--- src/rtl/core/sgr_pkg.sv ---
// Stereo gain ramp package: shared widths, state and ramp codes, root table.
// No dependencies; used by the multiplier, the divider and the top level.
package sgr_pkg;

   localparam int FACTOR_FRAC = 30;
   localparam int MUL_W       = 33;
   localparam int PROD_W      = 66;
   localparam int DIVIDEND_W  = 36;
   localparam int LOG_W       = 35;

   typedef enum logic [1:0] {
      RAMP_HOLD   = 2'd0,
      RAMP_LINEAR = 2'd1,
      RAMP_EXP    = 2'd2
   } ramp_kind_type;

   typedef enum logic [3:0] {
      ST_IDLE,
      ST_LOG_LOAD,
      ST_LOG_NORM,
      ST_LOG_SQ,
      ST_LOG_ACC,
      ST_DIV_LOAD,
      ST_DIV_WAIT,
      ST_DIV_DONE,
      ST_POW_MUL,
      ST_POW_ACC,
      ST_UPD_MUL,
      ST_UPD_FIN,
      ST_SCL_MUL,
      ST_SCL_FIN,
      ST_PUT
   } seq_state_type;

   typedef logic [30:1][31:0] root_tab_type;

   // bitwise integer square root, used only at elaboration
   function automatic logic [63:0] isqrt64(input logic [63:0] x);
      logic [63:0] rem;
      logic [63:0] r;
      logic [63:0] bit_v;
      rem   = x;
      r     = 64'd0;
      bit_v = 64'h4000_0000_0000_0000;
      for (int i = 0; i < 32; i++) begin
         if (rem >= r + bit_v) begin
            rem = rem - (r + bit_v);
            r   = (r >> 1) + bit_v;
         end else begin
            r = r >> 1;
         end
         bit_v = bit_v >> 2;
      end
      return r;
   endfunction

   // 2^(2^-k) in Q2.30, each entry the truncated root of the previous one
   function automatic root_tab_type build_roots();
      root_tab_type t;
      logic [63:0]  c;
      c = 64'h8000_0000;
      for (int k = 1; k <= 30; k++) begin
         c    = isqrt64(c << FACTOR_FRAC);
         t[k] = c[31:0];
      end
      return t;
   endfunction

   localparam root_tab_type ROOT_TAB = build_roots();

   // gain times Q2.30 factor: truncate toward zero, saturate to 32 bits
   function automatic logic [31:0] gain_from_product(input logic [PROD_W-1:0] p);
      logic [PROD_W-1:0] mag;
      logic [PROD_W-1:0] sh;
      logic [PROD_W-1:0] v;
      mag = p[PROD_W-1] ? (~p + 66'd1) : p;
      sh  = mag >> FACTOR_FRAC;
      v   = p[PROD_W-1] ? (~sh + 66'd1) : sh;
      if (!p[PROD_W-1] && sh > 66'h7FFF_FFFF) begin
         v = 66'h7FFF_FFFF;
      end else if (p[PROD_W-1] && sh > 66'h8000_0000) begin
         v = 66'h3_FFFF_FFFF_8000_0000;
      end
      return v[31:0];
   endfunction

   // 33-bit signed sum saturated to 32 bits
   function automatic logic [31:0] sat_sum(input logic [32:0] s);
      logic [31:0] v;
      if (s[32] != s[31]) begin
         v = s[32] ? 32'h8000_0000 : 32'h7FFF_FFFF;
      end else begin
         v = s[31:0];
      end
      return v;
   endfunction

endpackage

--- src/rtl/core/sgr_mul.sv ---
// Shared signed multiplier with registered product.
// Depends on sgr_pkg for operand and product widths.
module sgr_mul (
   input  logic                           clock,
   input  logic [sgr_pkg::MUL_W-1:0]      mul_a,
   input  logic [sgr_pkg::MUL_W-1:0]      mul_b,
   output logic [sgr_pkg::PROD_W-1:0]     product
);

   logic [sgr_pkg::PROD_W-1:0] product_ff;
   logic [sgr_pkg::PROD_W-1:0] product_in;

   assign product_in = sgr_pkg::PROD_W'($signed(mul_a) * $signed(mul_b));

   always_ff @(posedge clock) begin
      product_ff <= product_in;
   end

   assign product = product_ff;

endmodule

--- config.mk ---
export PLATFORM = sky130hd
export DESIGN_NAME = sgr_mul
export DESIGN_NICKNAME = d
export VERILOG_FILES = /design/src/rtl/core/sgr_pkg.sv /design/src/rtl/core/sgr_mul.sv
export SDC_FILE = /design/constraint.sdc
export NUM_CORES = 2
export LEC_CHECK = 0
export BUFFER_PORTS_ARGS = -buffer_cell sky130_fd_sc_hd__buf_2
export CORE_MARGIN = 2
export CORE_UTILIZATION = 25
export CTS_CLUSTER_DIAMETER = 80
export DETAILED_ROUTE_END_ITERATION = 12
export PLACE_DENSITY = 0.37
export SYNTH_ARGS = -nofsm -noshare
export SYNTH_HDL_FRONTEND = slang
export SYNTH_SLANG_ARGS = --single-unit
--- constraint.sdc ---
create_clock -name clock -period 16.05 [get_ports clock]
set_clock_uncertainty 0.1 [all_clocks]
set_input_delay 2.4075 -clock clock [delete_from_list [all_inputs] [get_ports clock]]
set_output_delay 2.4075 -clock clock [all_outputs]
set_load 0.01 [all_outputs]
# --- Word-level counts from Yosys, hierarchy flattened ---
# Index checks and enable logic that the tools add are counted.
totals:
  ff_bits: 66
  latch_bits: 0
  mem_bits_rw: 0
  rom_bits: 0
  inputBits: 67
  out_inout_bits: 66
  elab_cells: 2
  mem_count: 0
op_classes:
  addsub: 0
  n_mul: 1
  div: 0
  magnitude_cmp: 0
  eq_ne: 0
  shifts: 0
  mux: 0
  bitwise: 0
  reduce_logical: 0
ops:
  columns: ["op", "count"]
  rows:
  - ["multiplier 33 x 33 -> 66 bit", 1]

# --- Longest topological paths before layout ---
depth:
  ltp_word: 1
  mapped_depth: 29
  depth_no_buf: 27

# --- Worst setup path before layout ---
# OpenSTA, ideal clock, no wires.
synth_timing:
  kind: "in2reg"
  start: "in mul_a[32] (netlist bit)"
  end: "reg product_ff (netlist bit product[65])"
  setup_time_ps: 72
  t_arrival_ps: 9556
  required_time_ps: 15878
  path_slack_ps: 6322
  path_stages: 22
  n_path_buf: 2
  cell_sequence: "clkbuf_1 nand2_1 inv_1 fa_1 fa_1 fa_1 fa_1 fa_1 fa_1 fa_1 inv_1 fa_1 inv_1 ha_1 clkbuf_1 a21o_1 a21o_1 a221o_1 a31oi_2 o211ai_1 o41ai_2 xnor2_1"
synth_between:
  elab_chain_cells: 1
synth_lines:
  columns: ["element", "line", "rtl"]
  rows:
  - ["start, declared", "sgr_mul.sv:5", "input logic [sgr_pkg::MUL_W-1:0] mul_a,"]
  - ["multiplier 33 x 33 -> 66 bit", "sgr_mul.sv:13", "assign product_in = sgr_pkg::PROD_W'($signed(mul_a) * $signed(mul_b));"]
  - ["named net product_in, one bit", "sgr_mul.sv:11", "logic [sgr_pkg::PROD_W-1:0] product_in;"]
  - ["end signal, assigned", "sgr_mul.sv:16", "product_ff <= product_in;"]
  - ["end, declared", "sgr_mul.sv:10", "logic [sgr_pkg::PROD_W-1:0] product_ff;"]
# The timed path passes the listed nets, and every way through them passes these cells.

# --- Worst setup path in the final report ---
layout_timing:
  start: "in mul_a[32] (netlist bit)"
  end: "reg product_ff (netlist bit product[60])"
# The elaborated chain is that of the path after synthesis.

==> results.md <==
Run status:
- The run finished with clean final reports.

Critical path:
- Along the worst path, the maximum fanout reaches 33.
- For the worst setup path, the data required time is between 15000 and 20000 ps.
- By startpoint and endpoint, the worst setup path is classified as in2reg.
- The number of buffers and inverters on the critical path is 4.
- Data on the critical path arrives at its endpoint at between 10000 and 15000 ps.
- The critical path goes through buf_2, nand2_1, inv_1, fa_1, fa_1, fa_1, fa_1, fa_1, fa_1, fa_1, inv_1, fa_1, inv_1, ha_1, a21o_1, a211o_1, or2_2, a2111oi_2, nor2_1, a21oi_1, xnor2_1.
- The startpoint type of the worst setup path is an input port.
- The kind of cell with the highest combined delay on the critical path is adder cells.
- For this design, the slowest cell found on the critical path is sky130_fd_sc_hd__fa_1.
- The most numerous cell on the critical path is sky130_fd_sc_hd__fa_1.
- In this design, the stage delay of the slowest critical-path cell is between 1000 and 1500 ps.
- The worst setup path is captured at a flip-flop.

STA:
- Setup repair after global routing left no endpoint under its margin.
- The highest clock frequency the design can meet is about 92 MHz.
- In this run the tightest slew margin relative to its limit is 0.265.
- The number of pins with negative max-slew slack in the final report is 0.
- The number of hold-slack violations in the final timing report is 0.
- For the pin with the worst max-slew slack, the measured transition is 1100 ps.
- Dividing the final minimum period by the clock period gives 0.677.
- The final setup TNS is 0 ps.
- The time the final worst path needs with I/O delays and setup is roughly 11000 ps.
- Setup violations remaining at the end of the flow were counted as 0.
- After layout, the worst setup slack is a little over 5000 ps.

Route:
- The first detailed-routing pass took 6 iterations.
- The total wire length after detailed routing is approximately 130 mm.
- The residual antenna-violating net count after detailed routing is 0.
- The post-detailed-route wirelength per cell is 20.4 um.
- For this run, design rule violations remaining after detail routing come to 0.
- The number of vias in the routed layout is around 27000.
- The via density per instance is between 4 and 5.
- For this block, the initial DRC count from the detailed router was ~1100.

Logic synthesis:
- The Yosys step of the flow raised 0 warnings.
- After synthesis the cells add up to 40400 um2.
- By area the synthesized netlist is led by sky130_fd_sc_hd__fa_1, sky130_fd_sc_hd__inv_1, sky130_fd_sc_hd__and2_1, sky130_fd_sc_hd__ha_1, sky130_fd_sc_hd__nand2_1.
- The most frequent cell after synthesis is sky130_fd_sc_hd__fa_1.
- In this run the mean area of a mapped cell was approximately 9.4 um2.
- For this run, asynchronously set or reset flops after synthesis account for 0.
- When the netlist entered floorplanning its net count stood at 5731.
- The commonest cells after synthesis are sky130_fd_sc_hd__fa_1, sky130_fd_sc_hd__inv_1, sky130_fd_sc_hd__and2_1.
- The number of different library cells used by synthesis comes to 61.
- The proportion of synthesized chip area in sequential cells is 0.0327.
- In the synthesized netlist, the number of instances is 4302.
- The number of enable-type register cells in the synthesized netlist is 0.
- The post-synthesis sequential element count is 66.
- The share of synthesized area in the top cell type comes to 0.568.
- Summed over all instances, the cell type with the most area after synthesis is sky130_fd_sc_hd__fa_1.
- The main flop type after synthesis is sky130_fd_sc_hd__dfxtp_1.

Die:
- The die is between 400 and 500 um wide.
- For this design the top-level I/O count stands at 133.
- The initial utilization of the core area, before any placement, comes to 0.252.
- The row count is ~150.
- The total die area is about 160000 um2.
- The area of the core is between 150000 and 200000 um2.
- The floorplan step set the die height to roughly 410 um.

Final layout:
- For this run, the post-layout net count is ~5700.
- The register with the most flip-flops in the layout has 66 of them.
- For this run, the number of standard cells in the final layout without fillers is approximately 6400.
- The area growth from synthesis to layout is 7.73%.
- After filler insertion, the fill cell instance count of the layout stands at 17400.
- In the final layout, the share of cells above drive strength 1 is 0.0485.

Clocking:
- The post-cts hold buffer count is 0.
- The tree is rooted in a sky130_fd_sc_hd__clkbuf_16.
- TritonCTS built the clock tree.
- The total CTS buffers is 9.
- The clock passes through at most 2 buffers.
- The H-tree was split into 3 levels.
- The tree built by TritonCTS fans out to 66 sinks.
- The post-CTS resize count is 0.
- The buffers inserted during post-CTS setup optimization is 0.
- The clock slew seen by the registers of the worst setup and hold paths is roughly 70 ps.

Job:
- The number of max-capacitance violations reported is 0.

Global route:
- The initial antenna violation count is 20.
- The overall global routing resource usage is 0.169.
- The pin count of the biggest net entering global routing is 34.
- The total congestion overflow is 0.
- The first global-routing pass estimated 205 mm of wire.
- The via count of the first global-routing pass is 31500.

Place:
- The number of port buffers is ~130.
- The setup slack at placement is about 4700 ps.
- Counting tap cells, the placed design contains a total of ~6400 instances.
- The global placement routability congestion is between 0.8 and 0.9.
- Detailed placement finished with a half-perimeter wire length of 104 mm.

Min path:
- The min-delay analysis places its worst path in the category in2reg.
routing by layer:
| layer | vias up | GRT usage | share of wire |
|---|---|---|---|
| li1 | 12100 | - | - |
| met4 | 16 | 0.0264 | 0.013 |
| met3 | 94 | 0.0202 | 0.029 |
| met1 | 14700 | 0.236 | 0.47 |
| met2 | 345 | 0.284 | 0.49 |
| met5 | - | 0 | 0.00078 |
cell families after synthesis:
kind of cell	Yosys count	share of synthesized area
DFF	66	0.0327
buffers and inverters	1354	0.126
adders and majority gates	1362	0.635
AOI/OAI and AO/OA	217	0.0360
and+or+nand+nor	1228	0.154
xor gates and xnor gates	75	0.0163
layout make-up:
class | count | area [um2] | share of cell area
multi-input cells | 2882 | 34000 | 0.781
inverters | 1133 | 4250 | 0.0978
well taps | 2160 | 2700 | 0.0621
flip-flops and latches | 66 | 1320 | 0.0304
repair buffers | 169 | 938 | 0.0216
clock buffers | 11 | 243 | 0.00558
clock inverters | 5 | 63.8 | 0.00147
diodes | 4 | 10.0 | 0.000230
worst paths after layout:
path,from,endpoint,slack [ps],cells past startpoint
min,mul_b[0],product[0],2460,3
max,mul_a[32],product[60],5180,21
cell usage in the layout (no fill, tap or decap), drive strengths merged, types with 3 or more instances in the layout:
cell type	netlist	final
fa	1145	1145
inv	1133	1133
and2	563	563
nand2	543	543
ha	217	217
buf	1	169
a21oi	73	73
dfxtp	66	66
xnor2	55	55
nor2	47	47
o21ai	43	43
a21o	28	28
xor2	20	20
nand3	18	18
clkbuf	220	11
a31oi	10	10
nand2b	9	9
nand4	9	9
a211oi	9	9
o21bai	8	8
nor3	8	8
o21a	7	7
and4	7	7
and3	7	7
o211ai	7	7
nor4	5	5
or2	5	5
diode	0	4
o22ai	3	3
nor2b	3	3
a221o	3	3
o21ba	3	3
clkinv	0	3
a2111oi	3	3
metrics by stage:
stage / util / area [um2] / hold WS (ps)
2_1_floorplan: - / 40400 / 2430
3_3_place_gp: 0.269 / 43200 / 2700
3_5_place_dp: 0.269 / 43200 / 2700
4_1_cts: 0.271 / 43500 / 2440
5_1_grt: 0.271 / 43500 / 2460
6_report: 0.271 / 43500 / 2460
Power is not shown: default switching activity piles up to over one toggle a cycle in this logic, so the estimate is an artifact.
