[config.mk]
export PLATFORM = sky130hd
export DESIGN_NAME = sgr_div
export DESIGN_NICKNAME = d
export VERILOG_FILES = /design/src/rtl/core/sgr_pkg.sv /design/src/rtl/core/sgr_div.sv
export SDC_FILE = /design/constraint.sdc
export NUM_CORES = 1
export LEC_CHECK = 0
export ABC_AREA = 1
export BUFFER_PORTS_ARGS = -buffer_cell sky130_fd_sc_hd__buf_2
export CORE_MARGIN = 10
export CORE_UTILIZATION = 45
export CTS_CLUSTER_SIZE = 24
export DETAILED_ROUTE_END_ITERATION = 12
export HOLD_SLACK_MARGIN = 0.15
export PLACE_DENSITY = 0.71
export SYNTH_ARGS = -nofsm -noshare
export SYNTH_HDL_FRONTEND = slang
export SYNTH_SLANG_ARGS = --single-unit
[constraint.sdc]
create_clock -name clock -period 2.07 [get_ports clock]
set_clock_uncertainty 0.15 [all_clocks]
set_input_delay 0.1035 -clock clock [delete_from_list [all_inputs] [get_ports clock]]
set_output_delay 0.1035 -clock clock [all_outputs]
set_load 0.01 [all_outputs]
[src/rtl/core/sgr_pkg.sv]
// Stereo gain ramp package: shared widths, state and ramp codes, root table.
// No dependencies; used by the multiplier, the divider and the top level.
package sgr_pkg;

   localparam int FACTOR_FRAC = 30;
   localparam int MUL_W       = 33;
   localparam int PROD_W      = 66;
   localparam int DIVIDEND_W  = 36;
   localparam int LOG_W       = 35;

   typedef enum logic [1:0] {
      RAMP_HOLD   = 2'd0,
      RAMP_LINEAR = 2'd1,
      RAMP_EXP    = 2'd2
   } ramp_kind_type;

   typedef enum logic [3:0] {
      ST_IDLE,
      ST_LOG_LOAD,
      ST_LOG_NORM,
      ST_LOG_SQ,
      ST_LOG_ACC,
      ST_DIV_LOAD,
      ST_DIV_WAIT,
      ST_DIV_DONE,
      ST_POW_MUL,
      ST_POW_ACC,
      ST_UPD_MUL,
      ST_UPD_FIN,
      ST_SCL_MUL,
      ST_SCL_FIN,
      ST_PUT
   } seq_state_type;

   typedef logic [30:1][31:0] root_tab_type;

   // bitwise integer square root, used only at elaboration
   function automatic logic [63:0] isqrt64(input logic [63:0] x);
      logic [63:0] rem;
      logic [63:0] r;
      logic [63:0] bit_v;
      rem   = x;
      r     = 64'd0;
      bit_v = 64'h4000_0000_0000_0000;
      for (int i = 0; i < 32; i++) begin
         if (rem >= r + bit_v) begin
            rem = rem - (r + bit_v);
            r   = (r >> 1) + bit_v;
         end else begin
            r = r >> 1;
         end
         bit_v = bit_v >> 2;
      end
      return r;
   endfunction

   // 2^(2^-k) in Q2.30, each entry the truncated root of the previous one
   function automatic root_tab_type build_roots();
      root_tab_type t;
      logic [63:0]  c;
      c = 64'h8000_0000;
      for (int k = 1; k <= 30; k++) begin
         c    = isqrt64(c << FACTOR_FRAC);
         t[k] = c[31:0];
      end
      return t;
   endfunction

   localparam root_tab_type ROOT_TAB = build_roots();

   // gain times Q2.30 factor: truncate toward zero, saturate to 32 bits
   function automatic logic [31:0] gain_from_product(input logic [PROD_W-1:0] p);
      logic [PROD_W-1:0] mag;
      logic [PROD_W-1:0] sh;
      logic [PROD_W-1:0] v;
      mag = p[PROD_W-1] ? (~p + 66'd1) : p;
      sh  = mag >> FACTOR_FRAC;
      v   = p[PROD_W-1] ? (~sh + 66'd1) : sh;
      if (!p[PROD_W-1] && sh > 66'h7FFF_FFFF) begin
         v = 66'h7FFF_FFFF;
      end else if (p[PROD_W-1] && sh > 66'h8000_0000) begin
         v = 66'h3_FFFF_FFFF_8000_0000;
      end
      return v[31:0];
   endfunction

   // 33-bit signed sum saturated to 32 bits
   function automatic logic [31:0] sat_sum(input logic [32:0] s);
      logic [31:0] v;
      if (s[32] != s[31]) begin
         v = s[32] ? 32'h8000_0000 : 32'h7FFF_FFFF;
      end else begin
         v = s[31:0];
      end
      return v;
   endfunction

endpackage

[src/rtl/core/sgr_div.sv]
// Restoring divider, one quotient bit per cycle, unsigned magnitudes.
// Depends on sgr_pkg for the dividend width.
module sgr_div #(
   parameter int DIVISOR_W = 16
) (
   input  logic                              clock,
   input  logic                              reset,
   input  logic                              start,
   input  logic [sgr_pkg::DIVIDEND_W-1:0]    dividend,
   input  logic [DIVISOR_W-1:0]              divisor,
   output logic                              busy,
   output logic [sgr_pkg::DIVIDEND_W-1:0]    quotient
);

   localparam int CNT_W = $clog2(sgr_pkg::DIVIDEND_W + 1);

   logic [sgr_pkg::DIVIDEND_W-1:0] quot_ff, quot_in;
   logic [DIVISOR_W-1:0]           rem_ff, rem_in;
   logic [DIVISOR_W-1:0]           div_ff, div_in;
   logic [CNT_W-1:0]               cnt_ff, cnt_in;
   logic                           busy_ff, busy_in;
   logic [DIVISOR_W:0]             trial;
   logic [DIVISOR_W:0]             diff;
   logic                           ge;

   assign trial = {rem_ff, quot_ff[sgr_pkg::DIVIDEND_W-1]};
   assign ge    = trial >= {1'b0, div_ff};
   assign diff  = trial - {1'b0, div_ff};

   always_comb begin
      quot_in = quot_ff;
      rem_in  = rem_ff;
      div_in  = div_ff;
      cnt_in  = cnt_ff;
      busy_in = busy_ff;
      if (start) begin
         quot_in = dividend;
         rem_in  = '0;
         div_in  = divisor;
         cnt_in  = CNT_W'(sgr_pkg::DIVIDEND_W);
         busy_in = 1'b1;
      end else if (busy_ff) begin
         quot_in = {quot_ff[sgr_pkg::DIVIDEND_W-2:0], ge};
         rem_in  = ge ? diff[DIVISOR_W-1:0] : trial[DIVISOR_W-1:0];
         cnt_in  = cnt_ff - CNT_W'(1);
         busy_in = (cnt_ff != CNT_W'(1));
      end
   end

   always_ff @(posedge clock) begin
      if (reset) begin
         busy_ff <= 1'b0;
         cnt_ff  <= '0;
      end else begin
         busy_ff <= busy_in;
         cnt_ff  <= cnt_in;
      end
   end

   always_ff @(posedge clock) begin
      quot_ff <= quot_in;
      rem_ff  <= rem_in;
      div_ff  <= div_in;
   end

   assign busy     = busy_ff;
   assign quotient = quot_ff;

endmodule

# Yosys cells after proc, flatten, opt, wreduce, memory -nomap -nowiden
# Index checks and enable logic that the tools add are counted.
# classes
n_addsub	2
n_eq_ne	1
reduce_logical	2
order_cmp	1
n_mux	7
# ops
operator	n
$mux W36	2
$ge A17 B16 Y1	1
$mux W16	1
$sub A16 B16 Y16	1
$mux W6	2
$ne A6 B1 Y1 const B	1
$sub A6 B1 Y6 const B	1
$mux W1	2
$reduce_bool A2 Y1	1
$reduce_or A2 Y1	1
# word_totals
wordCells	19
out_inout_bits	37
reg_bits	75

# Logic depth before layout (Yosys ltp)
# depth
word_depth	3
depth_mapped	15

# Worst setup path after synthesis
# OpenSTA, ideal clock, no wires.
# synth_timing
kind	reg-to-reg
from	register busy_ff, in the netlist busy
to	register quot_ff, in the netlist quotient[0], enable pin
setup_slack_ns	0.055
arrival_ns	1.474
required_ns	1.529
synth_period_minus_slack_ns	2.015
path_buffers	1
setup_time_ns	0.391
path_stages_with_launch	4
path_cell_list	dfxtp_1 -> clkbuf_1 -> nor2_1 -> inv_1
# synth_between
elab_chain_len	1
# synth_rtl
item	line_no	text
start: declaration	sgr_div.sv:21	logic busy_ff, busy_in;
start signal: assignment	sgr_div.sv:55	busy_ff <= busy_in;
$reduce_bool A2 Y1 (no source line)	-	
end signal: assignment	sgr_div.sv:61	quot_ff <= quot_in;
end: declaration	sgr_div.sv:17	logic [sgr_pkg::DIVIDEND_W-1:0] quot_ff, quot_in;
# Every way passes these cells.
# A chain may end at the register's enable or synchronous reset.

# Worst setup path after layout
# layout_timing
from	register div_ff[9]
to	register rem_ff[13]
# layout_between
elab_chain_len	2
word_cells_on_any_way	3
cone_classes	add/sub (1); order compare (1); mux (1)
# layout_rtl
item	line_no	text
start: declaration	sgr_div.sv:19	logic [DIVISOR_W-1:0] div_ff, div_in;
start signal: assignment	sgr_div.sv:63	div_ff <= div_in;
$sub A16 B16 Y16 or $ge A17 B16 Y1 (tied branches)	sgr_div.sv:28, sgr_div.sv:27	
$mux W16 *	sgr_div.sv:44	rem_in = ge ? diff[DIVISOR_W-1:0] : trial[DIVISOR_W-1:0];
end signal: assignment	sgr_div.sv:62	rem_ff <= rem_in;
end: declaration	sgr_div.sv:18	logic [DIVISOR_W-1:0] rem_ff, rem_in;
# Mark *: on every way between the ends. The rest lies on a longest branch, timed or not.

==> metrics <==
status=completed; Top cell by count, worst path=nand2_1; PD cells=around 600 nW/um^2; CTS tree=built; number of flops mapped to enable cells by yosys=52; Final Cycle Share=between 90% and 100%; cell count after placement=~770; pre-CTS WS=-0.0542 ns; slowest stage delay, CP=between 0.3 and 0.4 ns; synthesis warning total=0; total iterations of the first detailed-routing run=5; f_max=just under 0.5 GHz; share of flip-flops with an asynchronous set or reset=0%; Layout Nets=between 700 and 800; GR Util met3=under 10%; buffer and inverter count on the worst path=4; Antenna Nets Post-Route=0; Clock Sinks=between 70 and 80; row cnt=35; Total Die Area=13,900 um^2; endpoints failing hold=0; slew margin rel.=roughly two thirds; Worst Setup Start Kind=flip-flop; largest cells by area after synthesis=edfxtp_1, nand2_1, dfxtp_1; Final Critical Period=about 2 ns; crit-path cells=inv_1, ha_4, nand2_1, inv_1, nand2_1, buf_4, inv_1, a21oi_1, nand3b_1, nand2_1, nand2_2, nand3_1, nand2_1; top cell type's share of synthesized area=~36%; CTS clk-pin slew, worst paths=approximately 0.090 ns; flops & latches, synth=75; Worst EP arrival=~2.1 ns; vias in the first global route=4,297; Synth cell types=36; post-synthesis area per instance=roughly 8 um^2; met2 GRT Util=28.0%; GRT busiest layer=met2; layout cells sized above 1=between 20 and 30%; Die Wd=between 100 and 150 um; worst min-delay path class=in -> reg; CORE AREA=9280 um^2; syn_nets=~610; static leakage=0.00314 uW; GRT Overall Usage=around 18%; Worst Max-Slew Pin Slew=approximately 0.51 ns; critical path capture point type=flip-flop; Seq/Total Area, Yosys=approximately 47%; drt initial violations=245; ys flop type=edfxtp_1; Routed WL=13.3 mm; M1 GR Usage=a little over a fifth; Initial Util=between 40% and 50%; Syn Std Cell Area=4300 um^2; DR WL/cell=approximately 16 um; pin count of the biggest net entering global routing=46; via/cell ratio=roughly 5.1; Area Overhead vs Synth=45.0%; Final setup viols=0; DR vias=4,335; Remaining DRCs=0; Worst Path Required=2.16 ns; port bufs=~90; Largest delay share family, worst path=simple AND/OR/NAND/NOR gates; fillers=712; top cells by count, synth=nand2_1, inv_1, edfxtp_1; CTS root buf=clkbuf_8; maximum vdd drop=around 450 uV; Die Y=between 100 and 150 um; Tot Pwr=3750 uW; hold slack=roughly 0.32 ns; post-placement cell area=5010 um^2; CTS H-tree depth=3; total of max-cap violations=0; max-slew violation count=0; # IOs=between 90 and 100; Post-Syn Instances=539; critical path's slowest cell=edfxtp_1; Diodes inserted=0; Clock Tree Buf Depth=2; hpwl dp=8.16 mm; non-filler instance count after layout=about 860; CTS Buf Count=9; cell area after layout=6240 um^2; RD Place Congestion=around 0.9; first-pass GRT wire length=approximately 21 mm; final setup margin=roughly 0.039 ns; GR Overflow Total=0; critical path class=reg -> reg; initial antenna violation count=0; crit path max fanout=4; most numerous cell in the Yosys netlist=nand2_1; post-synth top area cell=edfxtp_1; latest clock arrival within the worst-skew pair=between 0.3 and 0.4 ns
==> state kept, by name, indices dropped and copies added, names as in the netlist <==
| register | cells |
|---|---|
| quotient | 36 |
| div_ff | 16 |
| busy | 1 |
| cnt_ff | 6 |
| rem_ff | 16 |
==> metrics by stage <==
stage	util [%]	TNS [ns]
finish	67.2	0
global route	67.2	-0.501
global placement	54.0	0
detailed placement	54.0	-0.0723
floorplan	-	0
CTS	62.5	0
==> final cells by class <==
type | instances | area [um^2] | area share [%]
Multi-Input combinational cell | 382 | 2250 | 36.1
Sequential cell | 75 | 2020 | 32.4
Timing Repair Buffer | 183 | 1330 | 21.3
Inverter | 71 | 267 | 4.27
Tap cell | 129 | 161 | 2.59
Clock buffer | 10 | 128 | 2.05
Clock inverter | 6 | 81.3 | 1.30
==> final timing paths <==
path | slack [ns] | start | endpoint | depth (start not counted)
setup / recovery | 0.04 | div_ff[9] | rem_ff[13] | 13
hold / removal | 0.32 | divisor[6] | div_ff[6] | 2
hold reg to reg | 0.34 | cnt_ff[0] | cnt_ff[0] | 2
setup reg to reg | 0.04 | div_ff[9] | rem_ff[13] | 13
==> cells in the final DEF (no fill, tap or decap), drive strengths merged, types with 18 or more instances in the layout <==
master,instances
nor2,18
ha,18
nand3,29
edfxtp,52
dfxtp,23
inv,71
nand3b,18
buf,127
nand2,258
dlygate4sd3,56
==> power breakdown <==
part | internal (uW) | switching (uW) | total, uW
clock network | 672 | 547 | 1220
registers | 1740 | 64.9 | 1800
logic | 338 | 395 | 733
total | 2750 | 1010 | 3750
==> cells by family (layout without fill, tap and decap cells) <==
family                   after synthesis  count (layout)  share of synthesized area (%)
buffers and inverters                 86             270                           8.40
AND/OR/NAND/NOR                      334             338                           35.0
AO/OA/AOI/OAI                         19              19                           2.73
XOR/XNOR                               6               6                           1.22
adder cells (fa/ha/maj)               19              19                           5.70
flip-flops                            75              75                           47.0
==> repair_timing <==
item,in CTS,in global routing
gates resized for setup,2,49
gates cloned,1,3
setup buffers,0,15
setup endpoints to repair,7,17
endpoints found under the hold margin,64,0
pin swaps,0,14
hold buffers,56,0
==> layer usage <==
metal | vias to the layer above | share of wire (%)
met4 | 0 | 2.8
met1 | 1997 | 41
met3 | 40 | 10
li1 | 2080 | -
met5 | - | 0
met2 | 218 | 46
No activity file was read; power rests on OpenSTA's default activity.
